[src/rtl/core/sks_pkg.sv]
// Types and constants for the sorted key set.
package sks_pkg;

   localparam int KEY_FIELD_BITS = 16;
   localparam int POS_FIELD_BITS = 5;
   localparam int CNT_FIELD_BITS = 6;
   localparam int REQ_DATA_BITS  = 16;
   localparam int RSP_DATA_BITS  = 16;

   typedef enum logic [1:0] {
      OP_INSERT = 2'd0,
      OP_DELETE = 2'd1,
      OP_LOOKUP = 2'd2,
      OP_CLEAR  = 2'd3
   } sks_op_type;

   typedef enum logic [1:0] {
      STAT_DONE = 2'd0,
      STAT_DUP  = 2'd1,
      STAT_MISS = 2'd2,
      STAT_FULL = 2'd3
   } sks_status_type;

   typedef enum logic [2:0] {
      S_IDLE,
      S_SCAN,
      S_SHIFT_UP,
      S_SHIFT_DN,
      S_PUT_KEY,
      S_EMIT
   } sks_state_type;

endpackage

[src/rtl/core/sks_mem.sv]
// Key store: one write port, one read port with registered read data.
module sks_mem #(
   parameter int DEPTH = 32,
   parameter int WIDTH = 16
) (
   input  logic                     clock,
   input  logic                     wr_en,
   input  logic [$clog2(DEPTH)-1:0] wr_addr,
   input  logic [WIDTH-1:0]         wr_data,
   input  logic                     rd_en,
   input  logic [$clog2(DEPTH)-1:0] rd_addr,
   output logic [WIDTH-1:0]         rd_data
);

   logic [WIDTH-1:0] store_ff [DEPTH];
   logic [WIDTH-1:0] rd_data_ff;

   always_ff @(posedge clock) begin
      if (wr_en) begin
         store_ff[wr_addr] <= wr_data;
      end
   end

   always_ff @(posedge clock) begin
      if (rd_en) begin
         rd_data_ff <= store_ff[rd_addr];
      end
   end

   assign rd_data = rd_data_ff;

endmodule

[src/rtl/core/sorted_key_set.sv]
// A request is accepted in S_IDLE. S_SCAN reads one key at a time (at least one) up to the first key
// not below the request key; an insert that must make room then shifts keys up in S_SHIFT_UP and
// writes the key in S_PUT_KEY, and a delete shifts any later keys down in S_SHIFT_DN. A clear goes
// straight to S_EMIT, which loads the result. One request at a time: the next is accepted once
// the result is loaded, later while an unaccepted result still holds the output register.
// Reset (synchronous, active high) empties the set; the key store itself is not cleared.
module sorted_key_set
   import sks_pkg::*;
#(
   parameter int CAPACITY = 32,
   parameter int KEY_BITS = 16
) (
   input  logic                     clock,
   input  logic                     reset,
   input  logic                     req_tvalid,
   output logic                     req_tready,
   input  logic [REQ_DATA_BITS-1:0] req_tdata,  // key[15:0]
   input  logic [1:0]               req_tuser,  // operation[1:0]
   output logic                     rsp_tvalid,
   input  logic                     rsp_tready,
   output logic [RSP_DATA_BITS-1:0] rsp_tdata,  // found[0], position[5:1], entry_count[11:6]
   output logic [1:0]               rsp_tuser   // status[1:0]
);

   localparam int AW = $clog2(CAPACITY);
   localparam int CW = $clog2(CAPACITY + 1);
   localparam logic [CW-1:0] CAP_CNT = CW'(CAPACITY);

   sks_state_type            state_ff, state_in;
   sks_op_type               op_ff, op_in;
   logic [KEY_BITS-1:0]      key_ff, key_in;
   logic [CW-1:0]            count_ff, count_in;
   logic [CW-1:0]            pos_ff, pos_in;
   logic [CW-1:0]            j_ff, j_in;
   sks_status_type           status_ff, status_in;
   logic                     found_ff, found_in;
   logic                     rsp_valid_ff, rsp_valid_in;
   logic [RSP_DATA_BITS-1:0] rsp_data_ff, rsp_data_in;
   logic [1:0]               rsp_user_ff, rsp_user_in;

   logic                     rd_en, wr_en;
   logic [AW-1:0]            rd_addr, wr_addr;
   logic [KEY_BITS-1:0]      wr_data, rd_data;

   logic [KEY_BITS+15:0]     key_pad;
   logic [KEY_BITS-1:0]      key_ext;
   logic [CW:0]              pos_p1, j_p1, j_p2, r_idx_p1;
   logic [CW-1:0]            count_m1, j_m1, j_m2, r_idx;
   logic                     entry_ok, entry_lt, r_hit;

   assign key_pad = {{KEY_BITS{1'b0}}, req_tdata[KEY_FIELD_BITS-1:0]};
   assign key_ext = key_pad[KEY_BITS-1:0];

   assign pos_p1   = {1'b0, pos_ff} + 1'b1;
   assign j_p1     = {1'b0, j_ff} + 1'b1;
   assign j_p2     = {1'b0, j_ff} + 2'd2;
   assign count_m1 = count_ff - 1'b1;
   assign j_m1     = j_ff - 1'b1;
   assign j_m2     = j_ff - 2'd2;
   assign entry_ok = pos_ff < count_ff;
   assign entry_lt = rd_data < key_ff;
   assign r_idx    = (entry_ok && entry_lt) ? pos_p1[CW-1:0] : pos_ff;
   assign r_hit    = entry_ok && (rd_data == key_ff);
   assign r_idx_p1 = {1'b0, r_idx} + 1'b1;

   sks_mem #(
      .DEPTH (CAPACITY),
      .WIDTH (KEY_BITS)
   ) u_sks_mem (
      .clock   (clock),
      .wr_en   (wr_en),
      .wr_addr (wr_addr),
      .wr_data (wr_data),
      .rd_en   (rd_en),
      .rd_addr (rd_addr),
      .rd_data (rd_data)
   );

   always_ff @(posedge clock) begin
      if (reset) begin
         state_ff     <= S_IDLE;
         count_ff     <= '0;
         rsp_valid_ff <= 1'b0;
      end else begin
         state_ff     <= state_in;
         count_ff     <= count_in;
         rsp_valid_ff <= rsp_valid_in;
      end
   end

   always_ff @(posedge clock) begin
      op_ff       <= op_in;
      key_ff      <= key_in;
      pos_ff      <= pos_in;
      j_ff        <= j_in;
      status_ff   <= status_in;
      found_ff    <= found_in;
      rsp_data_ff <= rsp_data_in;
      rsp_user_ff <= rsp_user_in;
   end

   always_comb begin
      state_in     = state_ff;
      op_in        = op_ff;
      key_in       = key_ff;
      count_in     = count_ff;
      pos_in       = pos_ff;
      j_in         = j_ff;
      status_in    = status_ff;
      found_in     = found_ff;
      rsp_valid_in = rsp_valid_ff && !rsp_tready;
      rsp_data_in  = rsp_data_ff;
      rsp_user_in  = rsp_user_ff;
      rd_en        = 1'b0;
      rd_addr      = '0;
      wr_en        = 1'b0;
      wr_addr      = '0;
      wr_data      = rd_data;

      case (state_ff)
         S_IDLE: begin
            if (req_tvalid) begin
               op_in     = sks_op_type'(req_tuser);
               key_in    = key_ext;
               pos_in    = '0;
               found_in  = 1'b0;
               status_in = STAT_DONE;
               if (sks_op_type'(req_tuser) == OP_CLEAR) begin
                  count_in = '0;
                  state_in = S_EMIT;
               end else begin
                  rd_en    = 1'b1;
                  state_in = S_SCAN;
               end
            end
         end
         S_SCAN: begin
            if (entry_ok && entry_lt && (pos_p1 < {1'b0, count_ff})) begin
               rd_en   = 1'b1;
               rd_addr = pos_p1[AW-1:0];
               pos_in  = pos_p1[CW-1:0];
            end else begin
               pos_in   = r_idx;
               state_in = S_EMIT;
               case (op_ff)
                  OP_INSERT: begin
                     if (r_hit) begin
                        status_in = STAT_DUP;
                        found_in  = 1'b1;
                     end else if (count_ff == CAP_CNT) begin
                        status_in = STAT_FULL;
                        pos_in    = '0;
                     end else if (r_idx == count_ff) begin
                        wr_en    = 1'b1;
                        wr_addr  = r_idx[AW-1:0];
                        wr_data  = key_ff;
                        count_in = count_ff + 1'b1;
                     end else begin
                        rd_en    = 1'b1;
                        rd_addr  = count_m1[AW-1:0];
                        j_in     = count_ff;
                        state_in = S_SHIFT_UP;
                     end
                  end
                  OP_DELETE: begin
                     if (r_hit) begin
                        found_in = 1'b1;
                        if (r_idx_p1 < {1'b0, count_ff}) begin
                           rd_en    = 1'b1;
                           rd_addr  = r_idx_p1[AW-1:0];
                           j_in     = r_idx;
                           state_in = S_SHIFT_DN;
                        end else begin
                           count_in = count_m1;
                        end
                     end else begin
                        status_in = STAT_MISS;
                        pos_in    = '0;
                     end
                  end
                  default: begin
                     if (r_hit) begin
                        found_in = 1'b1;
                     end else begin
                        status_in = STAT_MISS;
                        pos_in    = '0;
                     end
                  end
               endcase
            end
         end
         S_SHIFT_UP: begin
            wr_en   = 1'b1;
            wr_addr = j_ff[AW-1:0];
            wr_data = rd_data;
            if (j_m1 > pos_ff) begin
               rd_en   = 1'b1;
               rd_addr = j_m2[AW-1:0];
               j_in    = j_m1;
            end else begin
               state_in = S_PUT_KEY;
            end
         end
         S_PUT_KEY: begin
            wr_en    = 1'b1;
            wr_addr  = pos_ff[AW-1:0];
            wr_data  = key_ff;
            count_in = count_ff + 1'b1;
            state_in = S_EMIT;
         end
         S_SHIFT_DN: begin
            wr_en   = 1'b1;
            wr_addr = j_ff[AW-1:0];
            wr_data = rd_data;
            if (j_p2 < {1'b0, count_ff}) begin
               rd_en   = 1'b1;
               rd_addr = j_p2[AW-1:0];
               j_in    = j_p1[CW-1:0];
            end else begin
               count_in = count_m1;
               state_in = S_EMIT;
            end
         end
         S_EMIT: begin
            if (!rsp_valid_ff || rsp_tready) begin
               rsp_valid_in = 1'b1;
               rsp_user_in  = status_ff;
               rsp_data_in  = {4'b0000, CNT_FIELD_BITS'(count_ff),
                               POS_FIELD_BITS'(pos_ff), found_ff};
               state_in     = S_IDLE;
            end
         end
         default: begin
            state_in = S_IDLE;
         end
      endcase
   end

   assign req_tready = (state_ff == S_IDLE);
   assign rsp_tvalid = rsp_valid_ff;
   assign rsp_tdata  = rsp_data_ff;
   assign rsp_tuser  = rsp_user_ff;

endmodule

[config.mk]
export PLATFORM = sky130hd
export DESIGN_NAME = sorted_key_set
export DESIGN_NICKNAME = d
export VERILOG_FILES = /design/src/rtl/core/sks_pkg.sv /design/src/rtl/core/sks_mem.sv /design/src/rtl/core/sorted_key_set.sv
export SDC_FILE = /design/constraint.sdc
export NUM_CORES = 1
export LEC_CHECK = 0
export ABC_CLOCK_PERIOD_IN_PS = 8520
export BUFFER_PORTS_ARGS = -buffer_cell sky130_fd_sc_hd__buf_2
export CAP_MARGIN = 20
export CORE_ASPECT_RATIO = 0.75
export CORE_MARGIN = 3
export CORE_UTILIZATION = 55
export DETAILED_ROUTE_END_ITERATION = 8
export GPL_TIMING_DRIVEN = 0
export PLACE_DENSITY = 0.79
export SLEW_MARGIN = 15
export SYNTH_ARGS = -nofsm -noshare
export SYNTH_HDL_FRONTEND = slang
export SYNTH_SLANG_ARGS = --single-unit
[constraint.sdc]
create_clock -name clock -period 8.52 [get_ports clock]
set_input_delay 0.852 -clock clock [delete_from_list [all_inputs] [get_ports clock]]
set_output_delay 0.852 -clock clock [all_outputs]
set_load 0.02 [all_outputs]
==> impl_metrics.yaml, run 1 <==
die:
  chipWidth_um: 257
  io_pins: 42
  dieArea_sq_um: 50000
  die_h_um: 194
  num_rows: 68
  core_area_sq_um: 46400
  start_util: 0.561
worst_setup_path:
  cp-endpoint: "u_sks_mem.rd_data[5]$_DFFE_PP_"
  crit_path_start: "count_ff[3]$_SDFFE_PP0P_"
  r2r_slack_ns: 0.37
  r2r-end: "u_sks_mem.rd_data[5]$_DFFE_PP_"
  cp_data_required_time_ns: 8.89
  timing.rr.start: "count_ff[3]$_SDFFE_PP0P_"
  cp_max_fo: 10
  end_kind: "flip-flop"
  r2r_cells: 25
  criticalPathCategory: "flip-flop to flip-flop"
  worst_ep_arrival_time_ns: 8.52
  start_kind: "flip-flop"
timing:
  setup_viol: 0
  rsz0062_at_grt: "no"
  fin_crit_sh: 0.956
  hold_viol_final: 0
  layout_min_cycle_time_ns: 8.15
  fin_skew_ns: 0.0207
  drv_slew: 0
  relSlewSlack: 0.227
  holdWs_ns: 0.434
  worst_slew_pin_slew_ns: 1.16
  worst_slack_ns: 0.375
  max_freq_ghz: 0.123
drt:
  route.met2.wl_mm: 28.3
  detail-route-antenna-nets: 0
  first_pass_iters: 6
  top_layer_used: "met5"
  met1Wirelength_mm: 28.6
  drtIter0Drc: 2069
  drc: 0
  vias_per_cell: 6.36
  wl_mm: 67.3
  vias: 16100
  routed-wl-met3_mm: 8.90
  wire_per_inst_um: 26.5
global_route:
  grt_pass1_wl_mm: 99.2
  grt_overflow_total: 0
  antenna_found_initial: 1
  gr-usage-all-layers: 0.265
  grt_max_degree: 33
  grt_pass1_vias: 15400
cells_and_area:
  area_growth_pct: 14.1
  nets: 1938
  layout_commonest_cell: "edfxtp_1"
  layout-drive-gt1-share: 0.164
  n_antenna_cell: 0
  final_cell_mix: "edfxtp_1, mux2i_1, nand2_1"
synth:
  synth.top_cell.area_share: 0.664
  ys_seq_area_frac: 0.672
  synth.distinct_cells: 81
  syn_area_per_cell_sq_um: 15.1
  synth_cells: 1722
  yosys_warnings: 0
  synth_area_sq_um: 26000
  synth_largest_area_cell: "edfxtp_1"
  async_flop_share: 0
  synth_edf_count: 575
  synth_area_leaders: "edfxtp_1, mux2i_1, ha_1"
  synth-seq-cells: 585
  synth_flop_cell: "edfxtp_1"
run:
  maxCapViolCount: 0
power_and_ir_drop:
  ir_worst_vdd_mv: 0.236
  p_leak_uw: 0.0117
  power_uw: 11500
  cellPowerDensity_nw_per_um2: 387
placement:
  hpwlAfterDp_mm: 47.6
  post-place-ws_ns: 0.556
  finalWeightedCongestion: 0.981
  port-buffer-count: 36
cts:
  cts_max_path_buffers: 3
  clkLatencyLatePin_ns: 0.60
  cts_inserted_buffers: 53
  path_clk_slew_ns: 0.06
  htreeDepth: 2
  hold_buffers: 0
  root_buffer: "clkbuf_16"
  cts_tree: "yes"
  clock_sinks: 585
run_status:
  status: "finished, final reports clean"
min_path:
  hold_path_class: "flip-flop to flip-flop"
-- state kept, by name (all words and copies together) (netlist names) --
name and flops:
pos_ff 6, status_ff 2, key_ff 16, j_ff 6, rsp_tuser 2, state_ff 3
u_sks_mem.rd_data 16, u_sks_mem.store_ff 512, count_ff 6, found_ff 1, op_ff 2, rsp_tdata 12
rsp_tvalid 1
-- cell usage after synthesis, types with 2 or more instances --
library cell and n:
dfxtp_1 10, o21a_1 6, inv_1 46, a2111oi_0 3, a22o_1 5, a22oi_1 46, nand3_1 26, a31oi_1 10
xnor2_1 20, nor2b_1 22, a21boi_0 2, and2_1 8, o311ai_0 2, mux4_2 6, buf_1 3, nor4_1 5
edfxtp_1 575, ha_1 52, buf_4 30, o22ai_1 4, o211ai_1 51, nand4_1 17, a211oi_1 7, buf_2 13
a32oi_1 4, nand2b_1 9, a311oi_1 2, buf_8 2, o2bb2ai_1 12, buf_6 5, and3_1 9, a311o_1 2
mux2_2 26, a21o_1 12, clkbuf_1 38, nor3_1 18, mux2i_1 290, xor2_1 13, a221oi_1 5, a211o_1 13
nor2_1 81, o221ai_1 2, o21ai_0 45, nand2_1 88, a21oi_1 41
-- cells by family (layout without fill, tap and decap cells) --
family,Yosys count,in the layout,share of synthesized area
flip-flops,585,585,0.672
other,1,4,0.000144
multiplexers,322,322,0.128
adder cells (fa/ha/maj),52,52,0.0250
XOR/XNOR,33,33,0.0111
AO/OA/AOI/OAI,293,293,0.0807
buffers and inverters,138,319,0.0273
AND/OR/NAND/NOR,298,298,0.0560
-- what timing repair did --
action / in CTS / in global routing
hold endpoints to repair: 0 / 0
resized for setup: 0 / 1
buffers inserted: 0 / 0
setup endpoints to repair: 0 / 3
-- through the flow --
| stage | util | setup TNS [ns] | cells | area (sq um) |
|---|---|---|---|---|
| 6_report | 0.640 | 0 | 2536 | 29700 |
| 5_1_grt | 0.640 | 0 | 2536 | 29700 |
| 4_1_cts | 0.640 | 0 | 2535 | 29700 |
| 3_5_place_dp | 0.604 | 0 | 2438 | 28000 |
| 3_3_place_gp | 0.582 | -255.53 | 2391 | 27000 |
| 2_1_floorplan | - | 0 | 1725 | 26000 |
-- layer usage --
layer	track usage	vias to the layer above
met5	0	-
met4	0.0655	2
met3	0.0739	129
met2	0.370	1017
met1	0.413	8007
li1	-	6982
-- power by group --
group	internal, uW	switching [uW]	leakage [uW]	total (uW)
Sequential	4060	145	0.00529	4210
Combinational	1660	3290	0.00560	4950
Clock	1280	1040	0.000813	2320
-- worst min path at each step --
stage / start / endpoint / cells past startpoint
detailed placement: found_ff$_DFFE_PP_ / rsp_tdata[0]$_DFFE_PP_ / 0
global route: req_tdata[14] / key_ff[14]$_DFFE_PP_ / 1
global placement: found_ff$_DFFE_PP_ / rsp_tdata[0]$_DFFE_PP_ / 0
CTS: req_tdata[14] / key_ff[14]$_DFFE_PP_ / 1
floorplan: found_ff$_DFFE_PP_ / rsp_tdata[0]$_DFFE_PP_ / 0
finish: found_ff$_DFFE_PP_ / rsp_tdata[0]$_DFFE_PP_ / 0
-- cell type report --
class | count | area [sq um]
Inverter | 46 | 173
Clock buffer | 63 | 1390
Clock inverter | 34 | 293
Sequential cell | 585 | 17500
Fill cell | 3214 | 16700
Timing Repair Buffer | 84 | 942
Buffer | 92 | 539
Multi-Input combinational cell | 1002 | 8100
Tap cell | 630 | 788
-- critical path: stages (launching register included) --
cell	delay, ns
dfxtp_1	0.42
clkbuf_1	0.40
inv_1	0.34
ha_1	0.29
a21o_1	0.15
a21oi_1	0.26
o21ai_0	0.29
nor2_4	0.31
xnor2_1	0.23
inv_1	0.13
ha_1	0.24
or4b_1	0.45
mux2i_1	0.22
nor2_1	0.09
xnor2_1	0.32
ha_1	0.30
nand2_1	0.08
a21oi_1	0.07
nor3_1	0.42
and3_1	0.25
o21ai_2	0.13
nand2_1	0.28
clkbuf_1	0.90
clkbuf_1	0.54
o211ai_1	0.40
nand4_1	0.40
No activity file was read; power rests on OpenSTA's default activity.
==> inputs of run 2 (changes only) <==
--- a/config.mk
+++ b/config.mk
@@ -14,6 +14,7 @@
 export DETAILED_ROUTE_END_ITERATION = 8
 export GPL_TIMING_DRIVEN = 0
 export PLACE_DENSITY = 0.79
+export RECOVER_POWER = 50
 export SLEW_MARGIN = 15
 export SYNTH_ARGS = -nofsm -noshare
 export SYNTH_HDL_FRONTEND = slang
==> run 2 against run 1 <==
Effect of this change:
- fmax hardly changed
- count of clock-buffer cells in the layout stayed put
- non-clock buffer count stayed put
- routed wire length hardly changed
- critical path type unchanged
- largest cell class unchanged
- the run now ends with capacitance limit, slew limit left
- register-to-register slack hardly changed
==> impl_metrics.yaml, run 2 (synthesis results as in run 1) <==
power_and_ir_drop:
  combPwrFrac: 0.419
  switching_share: 0.389
  p_seq_frac: 0.375
  clkPwrFrac: 0.205
  p_switching_uw: 4390
  cellPowerDensity_nw_per_um2: 385
  power_uw: 11300
  ir_worst_vdd_mv: 0.218
  intPower_uw: 6890
  p_leak_uw: 0.0115
worst_setup_path:
  cp_max_fo: 10
  end_kind: "flip-flop"
  criticalPathCategory: "flip-flop to flip-flop"
  worst_ep_arrival_time_ns: 8.52
  start_kind: "flip-flop"
  cp_data_required_time_ns: 8.89
  r2r_slack_ns: 0.37
global_route:
  grt_overflow_total: 0
  grt_pass1_wl_mm: 99.2
  busiest_layer: "met1"
  use_met3: 0.0739
  antenna_found_initial: 1
  gr-usage-all-layers: 0.265
  grt_util_met1: 0.413
  grt_max_degree: 33
  grt_pass1_vias: 15400
  use_met2: 0.370
timing:
  relSlewSlack: -0.329
  worst_slew_pin_slew_ns: 1.97
  rsz0062_at_grt: "no"
  drv_slew: 185
  fin_crit_sh: 0.956
  layout_min_cycle_time_ns: 8.15
  max_freq_ghz: 0.123
  setup_viol: 0
  hold_viol_final: 0
  fin_skew_ns: 0.0203
  worst_slack_ns: 0.374
drt:
  detail-route-antenna-nets: 0
  vias_per_cell: 6.37
  wire_per_inst_um: 26.5
  drc: 0
  drtIter0Drc: 1987
  first_pass_iters: 6
  vias: 16200
  wl_mm: 67.3
placement:
  port-buffer-count: 36
  place_area_sq_um: 28000
  finalWeightedCongestion: 0.981
  post-place-ws_ns: 0.556
  hpwlAfterDp_mm: 47.6
die:
  start_util: 0.561
  io_pins: 42
  dieArea_sq_um: 50000
  chipWidth_um: 257
  die_h_um: 194
  num_rows: 68
  core_area_sq_um: 46400
cells_and_area:
  layout_commonest_cell: "edfxtp_1"
  final_area_sq_um: 29300
  final_core_util: 0.631
  largest_reg_flops: 512
  final_cell_mix: "edfxtp_1, mux2i_1, nand2_1"
  area_growth_pct: 12.6
  top_register: "u_sks_mem.store_ff"
  layout-drive-gt1-share: 0.129
  n_antenna_cell: 0
  nets: 1938
  fill_cells: 3291
cts:
  cts_inserted_buffers: 53
  htreeDepth: 2
  cts_tree: "yes"
  clkLatencyLatePin_ns: 0.60
  root_buffer: "clkbuf_16"
  cts_resized: 0
  cts_max_path_buffers: 3
  post_cts_buffers: 0
  hold_buffers: 0
  path_clk_slew_ns: 0.06
  clock_sinks: 585
run_status:
  violations: "capacitance limit, slew limit"
  status: "finished with violations"
run:
  maxCapViolCount: 9
min_path:
  hold_path_class: "flip-flop to flip-flop"
-- run 2: cell types whose count changed in the layout (fill, tap and decap cells not counted), moves of 6 or more --
cell / change
o21ai_4: -12
nor2_1: +16
o21ai_0: +8
nor2_2: -16
buf_2: -19
clkbuf_1: +29
o21ai_1: +6
-- run 2: path summary, 6_finish.rpt --
path | from | cells past startpoint | to
min reg2reg | found_ff$_DFFE_PP_ | 0 | rsp_tdata[0]$_DFFE_PP_
min | found_ff$_DFFE_PP_ | 0 | rsp_tdata[0]$_DFFE_PP_
max reg2reg | count_ff[3]$_SDFFE_PP0P_ | 25 | u_sks_mem.rd_data[5]$_DFFE_PP_
max | count_ff[3]$_SDFFE_PP0P_ | 25 | u_sks_mem.rd_data[5]$_DFFE_PP_
-- run 2: worst max-delay path, stage by stage (launching register included) --
cell and delay (ns):
dfxtp_1 0.41, clkbuf_1 0.41, inv_1 0.35, ha_1 0.30, a21o_1 0.15, a21oi_1 0.26
o21ai_0 0.30, nor2_4 0.30, xnor2_1 0.22, inv_1 0.13, ha_1 0.24, or4b_1 0.46
mux2i_1 0.22, nor2_1 0.09, xnor2_1 0.34, ha_1 0.30, nand2_1 0.07, a21oi_1 0.07
nor3_1 0.41, and3_1 0.25, o21ai_2 0.12, nand2_1 0.28, clkbuf_1 0.92, clkbuf_1 0.53
o211ai_1 0.40, nand4_1 0.40
-- run 2: routing by layer --
metal,vias up,wire length [um]
met3,126,9020
met1,8015,28500
met4,2,1630
li1,6991,-
met5,-,13
met2,1022,28100
-- run 2: stage by stage --
stage,cells,TNS [ns],hold slack (ns)
final,2536,0,0.436
after global routing,2536,0,0.425
after CTS,2535,0,0.410
after detailed placement,2438,0,0.417
after global placement,2391,-255.53,0.407
after floorplan,1725,0,0.400
-- run 2: layout make-up --
| type | instances | area [sq um] | share of cell area |
|---|---|---|---|
| plain buffers | 92 | 537 | 0.0183 |
| clock buffers | 63 | 1390 | 0.0473 |
| clock inverters | 34 | 293 | 0.0100 |
| inverters | 46 | 173 | 0.00590 |
| multi-input cells | 1002 | 7870 | 0.269 |
| flip-flops and latches | 585 | 17500 | 0.597 |
| well taps | 630 | 788 | 0.0269 |
| repair buffers | 84 | 758 | 0.0259 |
-- run 2: power by group through the flow --
stage	combinational (uW)	sequential, uW	clock, uW
2_1_floorplan	2820	4260	0
6_report	4730	4240	2320
3_3_place_gp	4220	4380	0
4_1_cts	4800	4210	2340
5_1_grt	5000	4250	2460
3_5_place_dp	4770	4260	0
==> inputs of run 3 (changes only) <==
--- a/config.mk
+++ b/config.mk
@@ -10,10 +10,10 @@
 export CAP_MARGIN = 20
 export CORE_ASPECT_RATIO = 0.75
 export CORE_MARGIN = 3
-export CORE_UTILIZATION = 55
+export CORE_UTILIZATION = 32
 export DETAILED_ROUTE_END_ITERATION = 8
 export GPL_TIMING_DRIVEN = 0
-export PLACE_DENSITY = 0.79
+export PLACE_DENSITY = 0.54
 export RECOVER_POWER = 50
 export SLEW_MARGIN = 15
 export SYNTH_ARGS = -nofsm -noshare
==> run 3 against run 2 <==
Effect of this change:
- global-route usage is 9.4 points lower
- worst setup slack better by 0.15 ns
- clock power is 7% higher
- cell count is 17% higher
- cell area is 2.9% higher
- register-to-register slack better by 0.15 ns
- combinational power is 4.7% higher
- the flow still finishes with violations (capacitance limit, slew limit)
- non-clock buffer count is 4 higher
- worst hold slack worse by 0.034 ns
- fmax is 1.9% higher
- largest cell class unchanged
- critical endpoint is now u_sks_mem.rd_data[6]$_DFFE_PP_
==> impl_metrics.yaml, run 3 (synthesis results as in run 1) <==
run_status:
  status: "finished with violations"
  violations: "capacitance limit, slew limit"
drt:
  wl_mm: 73.3
  drtIter0Drc: 1767
  wire_per_inst_um: 24.7
  vias: 15800
  detail-route-antenna-nets: 0
  first_pass_iters: 5
  vias_per_cell: 5.31
  drc: 0
cts:
  cts_resized: 0
  cts_inserted_buffers: 59
  path_clk_slew_ns: 0.06
  cts_max_path_buffers: 3
  clock_sinks: 585
  post_cts_buffers: 0
  root_buffer: "clkbuf_16"
  cts_tree: "yes"
  htreeDepth: 2
  clkLatencyLatePin_ns: 0.63
  hold_buffers: 0
timing:
  worst_slew_pin_slew_ns: 2.23
  layout_min_cycle_time_ns: 7.99
  relSlewSlack: -0.506
  setup_viol: 0
  hold_viol_final: 0
  holdWs_ns: 0.402
  fin_skew_ns: 0.0209
  drv_slew: 175
  fin_crit_sh: 0.938
  rsz0062_at_grt: "no"
  max_freq_ghz: 0.125
die:
  chipWidth_um: 335
  dieArea_sq_um: 84800
  num_rows: 89
  io_pins: 42
  start_util: 0.327
  die_h_um: 253
  core_area_sq_um: 79600
worst_setup_path:
  worst-path-buf-inv: 5
  cp_data_required_time_ns: 8.75
  r2r_cells: 25
  timing.rr.start: "count_ff[1]$_SDFFE_PP0P_"
  cp_max_fo: 10
  cp_slowest_cell: "o211ai_1"
  cp_slowest_stage_delay_ns: 0.64
  end_kind: "flip-flop"
  r2r-end: "u_sks_mem.rd_data[6]$_DFFE_PP_"
  r2r_slack_ns: 0.53
  path_delay_family: "simple AND/OR/NAND/NOR gates"
  criticalPathCategory: "flip-flop to flip-flop"
  cp_common_cell: "ha_1"
  worst_ep_arrival_time_ns: 8.22
  start_kind: "flip-flop"
global_route:
  gr-usage-all-layers: 0.172
  grt_max_degree: 33
  grt_pass1_vias: 15400
  grt_pass1_wl_mm: 107
  grt_overflow_total: 0
  antenna_found_initial: 4
min_path:
  min_path_cells: 1
  hold_path_class: "primary input to flip-flop"
  worstHoldStart: "req_tdata[11]"
  min_to: "key_ff[11]$_DFFE_PP_"
cells_and_area:
  largest_reg_flops: 512
  top_register: "u_sks_mem.store_ff"
  area_growth_pct: 15.8
  final_cell_mix: "edfxtp_1, mux2i_1, nand2_1"
  nets: 1948
  layout_commonest_cell: "edfxtp_1"
  layout-drive-gt1-share: 0.139
power_and_ir_drop:
  p_leak_uw: 0.0117
  ir_worst_vdd_mv: 0.209
  cellPowerDensity_nw_per_um2: 387
  power_uw: 11700
run:
  maxCapViolCount: 13
placement:
  port-buffer-count: 36
  hpwlAfterDp_mm: 53.2
  finalWeightedCongestion: 0.927
==> run 3: changes by cell type in the layout (fill, tap and decap cells not counted), moves of 3 or more <==
| cell | before | now |
|---|---|---|
| buf_8 | 14 | 20 |
| clkinv_2 | 11 | 8 |
| clkinv_1 | 13 | 16 |
| clkbuf_16 | 54 | 59 |
| nor2_1 | 69 | 59 |
| nor2_2 | 12 | 22 |
==> run 3: worst register-to-register path: stages, from the launching register on <==
cell	delay (ns)
dfxtp_1	0.36
clkbuf_1	0.42
inv_1	0.34
ha_1	0.30
a21o_1	0.16
a31oi_2	0.25
o21ai_0	0.28
nor2_4	0.29
xnor2_1	0.19
inv_1	0.16
ha_1	0.26
or4b_1	0.46
mux2i_1	0.20
nor2_1	0.08
xnor2_1	0.16
ha_1	0.32
nand2_1	0.06
a21oi_1	0.24
nor3_1	0.15
and3_1	0.21
o21ai_2	0.37
nand2_1	0.34
clkbuf_2	0.44
clkbuf_1	0.42
o211ai_1	0.65
nand4_1	0.50
==> run 3: area by class of cell <==
| cell class | instances | area (sq um) |
|---|---|---|
| clock buffers | 70 | 1520 |
| fillers | 7403 | 49500 |
| diodes | 1 | 2.50 |
| repair buffers | 88 | 903 |
| inverters | 46 | 173 |
| clock inverters | 36 | 298 |
| multi-input cells | 1002 | 7910 |
| plain buffers | 92 | 538 |
| flip-flops and latches | 585 | 17500 |
| well taps | 1046 | 1310 |
==> run 3: stage by stage <==
step	setup WS [ns]	instance area, sq um	TNS (ns)	utilization	std cells
finish	0.528	30100	0	0.378	2966
floorplan	2.61	26000	0	-	1725
global route	0.139	30100	0	0.378	2965
global placement	-1.60	27500	-451.82	0.345	2807
detailed placement	0.148	28600	0	0.359	2857
CTS	0.121	30400	0	0.382	2963
==> run 3: worst max path at each step <==
stage                                                endpoint  depth (start not counted)  slack [ns]                            start
after global routing           u_sks_mem.rd_data[6]$_DFFE_PP_                         25        0.14         count_ff[2]$_SDFFE_PP0P_
after global placement    u_sks_mem.store_ff[14][7]$_DFFE_PP_                         18       -1.60         count_ff[3]$_SDFFE_PP0P_
after CTS                      u_sks_mem.rd_data[5]$_DFFE_PP_                         27        0.12         count_ff[3]$_SDFFE_PP0P_
after detailed placement       u_sks_mem.rd_data[5]$_DFFE_PP_                         27        0.15         count_ff[3]$_SDFFE_PP0P_
final                          u_sks_mem.rd_data[6]$_DFFE_PP_                         25        0.53         count_ff[1]$_SDFFE_PP0P_
after floorplan           u_sks_mem.store_ff[0][10]$_DFFE_PP_                         18        2.61  u_sks_mem.rd_data[13]$_DFFE_PP_
==> run 3: power by group <==
part	switching [uW]	leakage [uW]	internal (uW)	total, uW
Sequential	140	0.00529	4090	4230
Clock	1090	0.000880	1390	2480
Combinational	3350	0.00550	1600	4950
==> run 3: metal layers <==
metal	global-route usage	vias to the layer above	routed length (um)
li1	-	7023	-
met1	0.273	8035	36500
met2	0.237	602	29500
met3	0.0359	102	5970
met4	0.0365	2	1360
met5	0	-	11
